`src/hdl/tpd_lca_ram.sv`:
```
module tpd_lca_ram #(
  parameter int WIDTH = 8,
  parameter int DEPTH = 16
) (
  input  logic                     clk,
  input  logic                     we,
  input  logic [$clog2(DEPTH)-1:0] waddr,
  input  logic [WIDTH-1:0]         wdata,
  input  logic [$clog2(DEPTH)-1:0] raddr_a,
  output logic [WIDTH-1:0]         rdata_a,
  input  logic [$clog2(DEPTH)-1:0] raddr_b,
  output logic [WIDTH-1:0]         rdata_b
);

  logic [WIDTH-1:0] mem [DEPTH];

  always_ff @(posedge clk) begin
    if (we) begin
      mem[waddr] <= wdata;
    end
    rdata_a <= mem[raddr_a];
    rdata_b <= mem[raddr_b];
  end

endmodule

```
`config.mk`:
```
export PLATFORM = sky130hd
export DESIGN_NAME = tpd_lca_ram
export DESIGN_NICKNAME = d
export VERILOG_FILES = /design/src/hdl/tpd_lca_ram.sv
export SDC_FILE = /design/constraint.sdc
export NUM_CORES = 1
export LEC_CHECK = 0
export ABC_CLOCK_PERIOD_IN_PS = 3300
export BUFFER_PORTS_ARGS = -buffer_cell sky130_fd_sc_hd__buf_2
export CAP_MARGIN = 20
export CORE_MARGIN = 2
export CORE_UTILIZATION = 30
export CTS_CLUSTER_DIAMETER = 200
export DETAILED_ROUTE_END_ITERATION = 8
export PLACE_DENSITY = 0.54
export SLEW_MARGIN = 20
export SYNTH_ARGS = -nofsm -noshare
export SYNTH_HDL_FRONTEND = slang
export SYNTH_SLANG_ARGS = --single-unit
```
`constraint.sdc`:
```
create_clock -name clk -period 3.3 [get_ports clk]
set_input_delay 0.33 -clock clk [delete_from_list [all_inputs] [get_ports clk]]
set_output_delay 0.33 -clock clk [all_outputs]
set_load 0.005 [all_outputs]
```
==> metrics.md <==
| Metric | Value |
|---|---|
| Clock skew | `0.009132 ns` |
| Post-CTS Resized | `0` |
| GPL Wtd Cong | `a little over 0.7` |
| NetSw | `between 0.0008 and 0.0009 W` |
| Setup_tns | `0 ns` |
| Clock share of power | `between 40% and 50%` |
| Post-CTS setup buffers | `0` |
| Clock latency on the worst-skew pair | `0.42 ns` |
| Hold endpoint | `mem[1][1]` |
| Die Y | `about 150 um` |
| Final total power | `roughly 0.0045 W` |
| Yosys cell types | `20` |
| P_int | `0.003583 W` |
| Drt wl/cell | `24.15 um` |
| Drt pass-1 iters | `4` |
| Drc violations | `0` |
| XOR/XNOR share of the synthesized area | `0%` |
| Layout area overhead | `18.06%` |
| WP data arrival | `2.00 ns` |
| Combinational share of power | `around 6.6%` |
| HP Class | `in2reg` |
| Sequential area share after synthesis | `65.62%` |
| Via count | `about 3,300` |
| H-tree levels | `4` |
| Result of the run | `finished clean` |
| Compound-gate portion of the synthesized area | `about 3.8%` |
| Layout cells sized above 1 | `~32%` |
| Initial antenna violation count | `0` |
| Vias in the first global route | `roughly 3,500` |
| Simple-gate share of the synthesized area | `under 10%` |
| Number of hold buffers added after cts | `0` |
| Synth Area in Adders | `0%` |
| Mux cell area share after synthesis | `between 20% and 30%` |
| Pre-CTS WS | `approximately 1.1 ns` |
| Worst vdd ir | `about 0.26 mV` |
| Startpoint class of the critical path | `input port` |
| Via density | `around 5.1` |
| Max Cap Viol | `0` |
| Initial Utilization | `30.38%` |
| Hold Path Depth | `1` |
| HP Start | `wdata[1]` |
| Die width | `around 150 um` |
| Post-synthesis register bit count | `between 100 and 150` |
| Switch share | `between 15 and 20%` |
| Post-synthesis net count | `around 330` |
| Num CTS Buffers | `17` |
| First DRT Iteration DRCs | `between 200 and 300` |
| Routed WL | `roughly 16 mm` |
| Reg2reg end | `rdata_a[0]` |
| Remaining global-route overflow | `0` |
| Post-DP HPWL | `10.08 mm` |
| Unrepaired setup endpoints after global routing | `no` |
| Cell area power density | `around 600 nW/um2` |
| Tmin final | `roughly 1.7 ns` |
| Aggregate global-route resource usage | `between 10% and 20%` |
| Final Hold Viols | `0` |
| Maximum root-to-sink buffer count | `2` |
| R2R cell count | `3` |
| FMAX | `about 0.6 GHz` |
| Final nets | `roughly 380` |
| Largest net degree at the start of global routing | `33` |
| Worst-path fanout max | `20` |
| Ports | `38` |
| Slew headroom | `~27%` |
| Tcrit/Tclk final | `about half` |
| RR Startpoint | `mem[3][0]` |
| YS warnings | `0` |
| Lkg Pwr | `2.563 nW` |
| Clock root buffer | `clkbuf_16` |
| Final Max Slew Viols | `0` |
| Critical Path End Type | `register` |
| Port Buffers | `37` |
| Seq pwr share | `a little under half` |
| Slew @ Worst Pin | `about 1.1 ns` |
| Total core area | `20,890 um2` |
| Clk pin slew, worst setup/hold paths | `about 0.060 ns` |
| Row count | `53` |
| Die area | `22,330 um2` |
| Num Clock Sinks | `144` |
| CP Class | `in2reg` |
| Cell Area, Synth | `6346 um2` |
| Reg2reg setup slack | `approximately 1.8 ns` |
| Syn_area_per_cell | `slightly above 20 um2` |
| Inserted Diodes | `0` |
| Post-synthesis cell count | `~300` |
| CTS tree | `built` |
| Largest family of logic cells by synthesized area | `multiplexers` |
| CP Data Required Time | `around 3.6 ns` |
| Routed Antenna Nets | `0` |
| Setup slack after layout | `around 1.6 ns` |
| Count of final setup violators | `0` |
| First-pass GRT wire length | `between 20 and 25 mm` |
==> sequential cells by signal, indices dropped and copies added, names as in the netlist <==
signal,flops
mem,128
rdata_b,8
rdata_a,8
==> synthesized netlist by cell type <==
cell             count  share of area (%)
nor2_1              14               0.83
buf_6                6                1.1
nand2_1             17                1.0
nand2b_1             2               0.20
nor3_1               4               0.32
mux4_4               2               0.79
edfxtp_1           128                 61
mux4_2              34                 12
buf_4                2               0.24
nor2b_1              2               0.20
buf_2                6               0.47
mux4_1              28                 12
a22oi_1             32                3.8
clkdlybuf4s25_2      6               0.95
and2b_1              2               0.24
and2_1               2               0.20
or3b_2               1               0.14
nand3b_1             2               0.24
dfxtp_1             16                5.0
nand3_1              1              0.079
==> worst max path at each step <==
| stage | end | slack [ns] | startpoint |
|---|---|---|---|
| 5_1_grt | rdata_b[4] | 1.45 | raddr_b[0] |
| 3_5_place_dp | rdata_b[3] | 1.13 | raddr_b[0] |
| 4_1_cts | rdata_b[3] | 1.57 | raddr_b[0] |
| 6_report | rdata_b[3] | 1.60 | raddr_b[0] |
| 3_3_place_gp | rdata_b[3] | 1.13 | raddr_b[0] |
| 2_1_floorplan | mem[0][0] | 1.48 | waddr[2] |
==> power groups by stage <==
stage | clock network [W] | logic [W] | registers, W
final | 0.00211 | 0.000297 | 0.00206
after global routing | 0.00222 | 0.000322 | 0.00207
after CTS | 0.00215 | 0.000303 | 0.00206
after detailed placement | 0 | 0.000302 | 0.00210
after global placement | 0 | 0.000295 | 0.00210
after floorplan | 0 | 0.000184 | 0.00210
==> critical path: stages <==
cell     delay (ns)
buf_2          0.50
buf_4          0.33
mux4_1         0.56
a22oi_1        0.19
nand2_1        0.07
==> cells in the final DEF (no fill, tap or decap), drive strengths merged <==
cell type / instances
or3b: 1
dfxtp: 16
a22oi: 32
and2: 2
inv: 1
bufinv: 6
nor3: 4
nand3b: 2
nand3: 1
nand2b: 2
mux4: 64
clkbuf: 19
nor2b: 2
nand2: 17
clkinv: 4
clkinvlp: 1
and2b: 2
buf: 56
nor2: 14
edfxtp: 128
==> logic make-up after synthesis <==
kind of cell	count (synthesis)
simple gates	47
flops	144
buf+inv	20
compound gates	32
mux	64
==> stage by stage <==
| stage | instance area (um2) | utilization, % | hold slack (ns) | instances |
|---|---|---|---|---|
| finish | 7492 | 35.87 | 0.2915 | 649 |
| global route | 7492 | 35.87 | 0.2967 | 649 |
| CTS | 7492 | 35.87 | 0.2801 | 649 |
| detailed placement | 6845 | 32.77 | 0.6862 | 618 |
| global placement | 6845 | 32.77 | 0.6771 | 618 |
| floorplan | 6346 | - | 0.4289 | 307 |
==> per-layer routing <==
metal  vias to the layer above  wire length [um]  GRT usage (%)
li1                       1451                 -              -
met4                         0               184          4.952
met5                         -                 0              0
met1                      1732              6623          20.94
met3                        14              1379          3.384
met2                       131              7486          22.48
==> cell type report <==
type	instances	area (um2)
well taps	275	344.1
fillers	1934	13400
clock inverters	12	214.0
flip-flops and latches	144	4164
repair buffers	56	327.8
clock buffers	19	432.9
multi-input cells	143	2009
Note: power is estimated with default switching activity, not from simulation.
