[src/hdl/tpd_lca_pkg.sv]
package tpd_lca_pkg;

  localparam int NODE_W   = 10;
  localparam int WEIGHT_W = 16;
  localparam int DIST_W   = 26;

  localparam logic [DIST_W-1:0] DIST_MAX = {DIST_W{1'b1}};

  localparam logic OP_LOAD  = 1'b0;
  localparam logic OP_QUERY = 1'b1;

endpackage

[src/hdl/tpd_lca_out_reg.sv]
module tpd_lca_out_reg (
  input  logic                           clk,
  input  logic                           rst_n,
  input  logic                           push,
  input  logic [tpd_lca_pkg::DIST_W-1:0] push_data,
  output logic                           slot_free,
  output logic                           out_valid,
  input  logic                           out_ready,
  output logic [tpd_lca_pkg::DIST_W-1:0] out_path_distance
);

  logic                           valid_r;
  logic [tpd_lca_pkg::DIST_W-1:0] data_r;

  assign slot_free         = !valid_r || out_ready;
  assign out_valid         = valid_r;
  assign out_path_distance = data_r;

  always_ff @(posedge clk) begin
    if (!rst_n) begin
      valid_r <= 1'b0;
    end else if (push) begin
      valid_r <= 1'b1;
    end else if (out_ready) begin
      valid_r <= 1'b0;
    end
  end

  always_ff @(posedge clk) begin
    if (push) begin
      data_r <= push_data;
    end
  end

endmodule

[config.mk]
export PLATFORM = sky130hd
export DESIGN_NAME = tpd_lca_out_reg
export DESIGN_NICKNAME = d
export VERILOG_FILES = /design/src/hdl/tpd_lca_pkg.sv /design/src/hdl/tpd_lca_out_reg.sv
export SDC_FILE = /design/constraint.sdc
export NUM_CORES = 1
export LEC_CHECK = 0
export BUFFER_PORTS_ARGS = -buffer_cell sky130_fd_sc_hd__buf_2
export CORE_MARGIN = 1.5
export CORE_UTILIZATION = 42
export DETAILED_ROUTE_END_ITERATION = 6
export GPL_TIMING_DRIVEN = 0
export PLACE_DENSITY = 0.82
export SLEW_MARGIN = 10
export SYNTH_ARGS = -nofsm -noshare
export SYNTH_HDL_FRONTEND = slang
export SYNTH_SLANG_ARGS = --single-unit
[constraint.sdc]
create_clock -name clk -period 1.3 [get_ports clk]
set_input_delay 0.26 -clock clk [delete_from_list [all_inputs] [get_ports clk]]
set_output_delay 0.26 -clock clk [all_outputs]
set_load 0.01 [all_outputs]
==> results of run 1 <==
-- state kept, by name, summed over array words and instances, names as in the netlist --
name,cells
out_path_distance,26
out_valid,1
-- cell usage in the layout, fill, tap and decap left out --
master     n
buf_2     57
edfxtp_1  26
clkbuf_4   3
inv_1      1
nand2b_4   1
a21boi_2   1
clkbuf_1   1
dfxtp_1    1
-- final cells by class --
cell class              instances  share of cell area, %
repair buffers                 57                  24.33
inverters                       1                 0.3202
clock buffers                   4                  2.241
well taps                      25                  2.668
multi-input cells               2                  2.134
flip-flops and latches         27                  68.30
-- through the flow --
| stage | hold WS (ns) | utilization [%] | instances |
|---|---|---|---|
| 2_1_floorplan | 0.3589 | - | 30 |
| 3_3_place_gp | 0.4362 | 64.28 | 112 |
| 3_5_place_dp | 0.4381 | 64.28 | 112 |
| 4_1_cts | 0.1008 | 65.75 | 116 |
| 5_1_grt | 0.07977 | 65.75 | 116 |
| 6_report | 0.1151 | 65.75 | 116 |
-- worst max-delay path, stage by stage (launching register included) --
cell and delay, ns:
dfxtp_1 0.40, nand2b_4 0.07, buf_2 0.13
-- power groups by stage --
stage / Sequential (mW) / Combinational [mW] / Clock [mW]
after floorplan: 1.10 / 0.00689 / 0
after global placement: 1.06 / 0.161 / 0
after detailed placement: 1.06 / 0.165 / 0
after CTS: 1.05 / 0.166 / 0.351
after global routing: 1.05 / 0.182 / 0.392
final: 1.04 / 0.164 / 0.335
-- logic make-up after synthesis --
kind of cell,count (synthesis)
buffers and inverters,1
AO/OA/AOI/OAI,1
AND/OR/NAND/NOR,1
flip-flops,27
-- worst max-delay path by stage --
stage	to	slack, ns
after floorplan	slot_free	0.56
after global placement	out_path_distance[3]	0.22
after detailed placement	out_path_distance[8]	0.20
after CTS	slot_free	0.11
after global routing	slot_free	0.07
final	slot_free	0.13
-- routing by layer --
layer  global-route usage (%)  vias to the layer above  part of all wire, %
li1                         -                      239                    -
met1                    14.36                      211                   37
met2                    22.16                       42                   48
met3                    4.906                        2                   14
met4                    10.00                        0                 0.68
met5                        0                        -                    0
==> metrics.csv, run 1 <==
stage,metric,value,unit
pwr,p_int,1.225,mW
critical_path,reg2reg_to,out_valid,
outcome,status,"finished, final reports clean",
synth,synth_ff_type,edfxtp_1,
pwr,power,1.542,mW
synth,yosysTopAreaCell,edfxtp_1,
grt,first_global_vias,439,
synth,yosysWarnings,0,
critical_path,ff2ff_path_depth,2,
sta,finalSetupViolCount,0,
placement,place_congestion,0.6417,
placement,io_buffers,57,
grt,groute.usage.overall,13.58,%
synth,synth-edff-count,26,
critical_path,critical_path_class,reg2out,
synth,synth_top_area_share,94.12,%
detailed_routing,vias,494,
synth,synth_mux_area_share,0,%
sta,setup_tns,0,ns
critical_path,cp-startpoint,out_valid,
worst_hold_path,whs_path_depth,1,
layout,nFillCells,125,
synth,yosysUniqueCellTypes,5,
pwr,leakagePower,0.5176,nW
grt,grt_pass1_wl,1.925,mm
synth,synth_cells,30,
critical_path,cp_max_fo,2,
clocking,cts_root_buf,clkbuf_4,
layout,final-seq-area,800.8,um^2
clocking,post_cts_buffers,0,
synth,post-synth-top-count-cell,edfxtp_1,
clocking,numClockSinks,27,
detailed_routing,drtAntennaViolNets,0,
synth,syn_avg_cell_area,27.65,um^2
die,io_pins,58,
critical_path,cp-end-kind,output pin,
run,drv_cap,0,
clocking,clock_latency,0.31,ns
synth,synthTopCellsByArea,"edfxtp_1, dfxtp_1, nand2b_4",
synth,async_flop_share,0,%
pwr,vdd_drop_max,0.7835,mV
clocking,cts.clk_slew.worst_paths,0.13,ns
detailed_routing,initialDrtViolationCount,4,
pwr,power_frac_comb,10.6,%
detailed_routing,dr.pass1.iters,2,
sta,skew,0,ns
synth,synth_compound_area_share,1.357,%
clocking,ctsResizeCount,0,
detailed_routing,via_per_inst,4.259,
die,num_rows,15,
pwr,power_density,1315,nW/um^2
sta,slew_headroom,63.17,%
synth,synthTopCellsByCount,"edfxtp_1, a21boi_2, dfxtp_1, inv_1, nand2b_4",
sta,report.final.slew_viol_count,0,
pwr,switching_share,20.59,%
layout,drive_gt1_share,68.13,%
pwr,p_seq_share,67.7,%
clocking,cts_tree,yes,
die,die_h,47.44,um
die,fp.dieArea,2251,um^2
critical_path,rrSetupSlack,0.66,ns
layout,num_antenna_cells,0,
layout,design_area,1172,um^2
sta,worst_slack,0.1279,ns
critical_path,required,1.04,ns
worst_hold_path,min_from,push_data[22],
die,core_area,1783,um^2
clocking,h-tree-depth,1,
critical_path,cp-start-kind,flop,
grt,antenna_found_initial,0,
clocking,ctsLongestPathBuffers,2,
critical_path,critPathArrivalTime,0.91,ns
detailed_routing,drc_errors,0,
grt,grt_remaining_overflow,0,
sta,fmax,0.8532,GHz
grt,grt_max_degree,28,
clocking,cts_inserted_buffers,3,
pwr,switchingPower,317.5,uW
die,start_util,46.53,%
worst_hold_path,hold_class,in2reg,
die,die_w,47.44,um
placement,pre_cts_ws,0.1990,ns
synth,synth_xor_area_share,0,%
detailed_routing,wirelength,1.474,mm
sta,fin_crit_sh,90.16,%
synth,ys_seq_area_share,96.53,%
synth,synth_top_family_by_area,simple AND/OR/NAND/NOR gates,
synth,postSynthRegisterBits,27,
synth,synth_area,829.5,um^2
layout,area_growth,41.33,%
layout,multi_input_area,25.02,um^2
sta,worst_slew_pin_slew,0.5524,ns
critical_path,r2r-start,out_valid,
sta,post-route-min-period,1.172,ns
synth,yosys.area_share.simple,1.659,%
pwr,power_frac_clock,21.7,%
placement,placed_cell_area,1146,um^2
worst_hold_path,holdPathEnd,out_path_distance[22],
sta,rsz0062_at_grt,no,
layout,num-nets-final,122,
synth,syn_nets,60,
sta,hold_viol,0,
detailed_routing,wl_per_cell,12.71,um
synth,synth_adder_area_share,0,%
clocking,postCtsHoldBufs,0,
Power figures use the tool's default switching activity.
==> run 2: changes to the inputs <==
--- a/config.mk
+++ b/config.mk
@@ -7,10 +7,11 @@
 export LEC_CHECK = 0
 export BUFFER_PORTS_ARGS = -buffer_cell sky130_fd_sc_hd__buf_2
 export CORE_MARGIN = 1.5
-export CORE_UTILIZATION = 42
+export CORE_UTILIZATION = 39
+export CTS_CLUSTER_DIAMETER = 40
 export DETAILED_ROUTE_END_ITERATION = 6
 export GPL_TIMING_DRIVEN = 0
-export PLACE_DENSITY = 0.82
+export PLACE_DENSITY = 0.77
 export SLEW_MARGIN = 10
 export SYNTH_ARGS = -nofsm -noshare
 export SYNTH_HDL_FRONTEND = slang
==> constraint.sdc (replaced) <==
create_clock -name clk -period 1.1 [get_ports clk]
set_input_delay 0.22 -clock clk [delete_from_list [all_inputs] [get_ports clk]]
set_output_delay 0.22 -clock clk [all_outputs]
set_load 0.01 [all_outputs]
==> metrics.csv, run 2 (synthesis results as in run 1) <==
stage,metric,value,unit,change
outcome,status,"finished, final reports clean",,unchanged
layout,final_cell_mix,"buf_2, edfxtp_1, clkbuf_4",,unchanged
grt,first_global_vias,466,,was 439
pwr,leakagePower,0.5232,nW,was 0.5176 nW
layout,nFillCells,153,,was 125
detailed_routing,drtAntennaViolNets,0,,unchanged
critical_path,cpPeakStageDelay,0.41,ns,was 0.40 ns
worst_hold_path,whs_path_depth,1,,unchanged
layout,drive_gt1_share,69.23,%,was 68.13%
sta,fmax,0.9229,GHz,
detailed_routing,wirelength,1.434,mm,was 1.474 mm
clocking,cts_inserted_buffers,3,,unchanged
sta,worst_slew_pin_slew,0.5689,ns,was 0.5524 ns
detailed_routing,wl_per_cell,12.15,um,was 12.71 um
detailed_routing,initialDrtViolationCount,4,,unchanged
die,io_pins,58,,unchanged
layout,final_common_cell,buf_2,,unchanged
sta,skew,0,ns,unchanged
clocking,cts_tree,yes,,unchanged
pwr,power_density,1535,nW/um^2,was 1315 nW/um^2
critical_path,cp_max_fo,1,,was 2
die,core_area,1982,um^2,was 1783 um^2
sta,finalSetupViolCount,0,,unchanged
grt,grt_use_met1,13.59,%,was 14.36%
layout,num_antenna_cells,0,,unchanged
critical_path,cp.depth,1,,was 2
placement,io_buffers,57,,unchanged
pwr,power,1.824,mW,was 1.542 mW
critical_path,critPathSlowestCell,edfxtp_1,,was dfxtp_1
grt,busiest_layer,met2,,unchanged
critical_path,critPathArrivalTime,0.86,ns,was 0.91 ns
clocking,clock_latency,0.30,ns,was 0.31 ns
detailed_routing,drc_errors,0,,unchanged
sta,hold_viol,0,,unchanged
detailed_routing,dr.pass1.iters,4,,was 2
critical_path,crit_family,flip-flops,,unchanged
critical_path,critical_path_class,reg2out,,unchanged
placement,pre_cts_ws,0.03485,ns,was 0.1990 ns
die,fp.dieArea,2413,um^2,was 2251 um^2
detailed_routing,via_per_inst,4.127,,was 4.259
die,die_w,49.12,um,was 47.44 um
grt,grt_pass1_wl,2.083,mm,was 1.925 mm
placement,dp_hpwl,1.112,mm,
sta,worst_slack,0.01650,ns,was 0.1279 ns
sta,post-route-min-period,1.084,ns,
placement,place_congestion,0.5981,,was 0.6417
critical_path,cp-end-kind,output pin,,unchanged
layout,num-nets-final,122,,unchanged
critical_path,ff2ff_path_depth,2,,unchanged
clocking,cts_root_buf,clkbuf_4,,unchanged
layout,area_growth,43.29,%,was 41.33%
grt,grt_max_degree,28,,unchanged
grt,gr-usage-met2,21.40,%,was 22.16%
grt,gr-usage-met3,3.988,%,was 4.906%
critical_path,cp-start-kind,flop,,unchanged
clocking,cts.clk_slew.worst_paths,0.13,ns,about the same
pwr,vdd_drop_max,0.8968,mV,was 0.7835 mV
detailed_routing,vias,487,,was 494
run,drv_cap,0,,unchanged
critical_path,worst-path-buf-inv,1,,unchanged
sta,slew_headroom,62.08,%,was 63.17%
die,die_h,49.12,um,was 47.44 um
sta,rsz0062_at_grt,yes,,was no
placement,placed_cell_area,1149,um^2,was 1146 um^2
layout,design_area,1189,um^2,was 1172 um^2
sta,setup_tns,0,ns,unchanged
clocking,ctsLongestPathBuffers,2,,unchanged
sta,fin_crit_sh,98.50,%,
grt,antenna_found_initial,0,,unchanged
clocking,numClockSinks,27,,unchanged
worst_hold_path,hold_class,in2reg,,unchanged
die,num_rows,16,,was 15
die,start_util,41.86,%,was 46.53%
sta,hold_slack,0.08292,ns,was 0.1151 ns
critical_path,path_cells,buf_2,,"was nand2b_4, buf_2"
grt,groute.usage.overall,12.12,%,was 13.58%
grt,grt_remaining_overflow,0,,unchanged
clocking,h-tree-depth,1,,unchanged
layout,largest_reg_flops,26,,unchanged
sta,report.final.slew_viol_count,0,,unchanged
critical_path,required,0.88,ns,was 1.04 ns
[run 2: cell count changes in the layout (fill, tap and decap cells not counted)]
cell,delta
dfxtp_1,-1
buf_6,+2
dfxtp_2,+1
buf_2,-2
[run 2: through the flow]
step / std cells / utilization [%]
final: 118 / 59.97
after global routing: 118 / 59.97
after CTS: 118 / 59.34
after detailed placement: 114 / 57.95
after global placement: 114 / 57.95
after floorplan: 30 / -
[run 2: area by class of cell]
type	count	area, um^2	share of cell area [%]
Clock buffer	4	26.28	2.211
Inverter	1	3.754	0.3158
Multi-Input combinational cell	2	25.02	2.105
Sequential cell	27	802.0	67.47
Tap cell	27	33.78	2.842
Timing Repair Buffer	57	297.8	25.05
[run 2: worst paths after layout]
check,from,to,slack [ns]
hold / removal,push_data[16],out_path_distance[16],0.08
setup / recovery,out_path_distance[8],out_path_distance[8],0.02
setup reg to reg,out_valid,out_valid,0.50
hold reg to reg,out_valid,out_valid,0.49
[run 2: what timing repair did]
| item | 4_1_cts | 5_1_grt |
|---|---|---|
| endpoints found under the setup margin | 1 | 16 |
| cloned | 0 | 0 |
| hold buffers | 0 | 0 |
| buffers inserted | 0 | 0 |
| hold endpoints to repair | 0 | 0 |
| resized for setup | 1 | 2 |
[run 2: report_power, final]
| group | internal, mW | total, mW | leakage, nW | switching, mW |
|---|---|---|---|---|
| Combinational | 0.0969 | 0.199 | 0.245 | 0.102 |
| Clock | 0.141 | 0.391 | 0.0150 | 0.250 |
| Sequential | 1.21 | 1.23 | 0.263 | 0.0196 |
| Total | 1.45 | 1.82 | 0.523 | 0.371 |
[run 2: metal layers]
layer / up-vias / share of wire (%)
met5: - / 0
met4: 0 / 0
met3: 0 / 7.5
met2: 27 / 54
met1: 222 / 39
li1: 238 / -
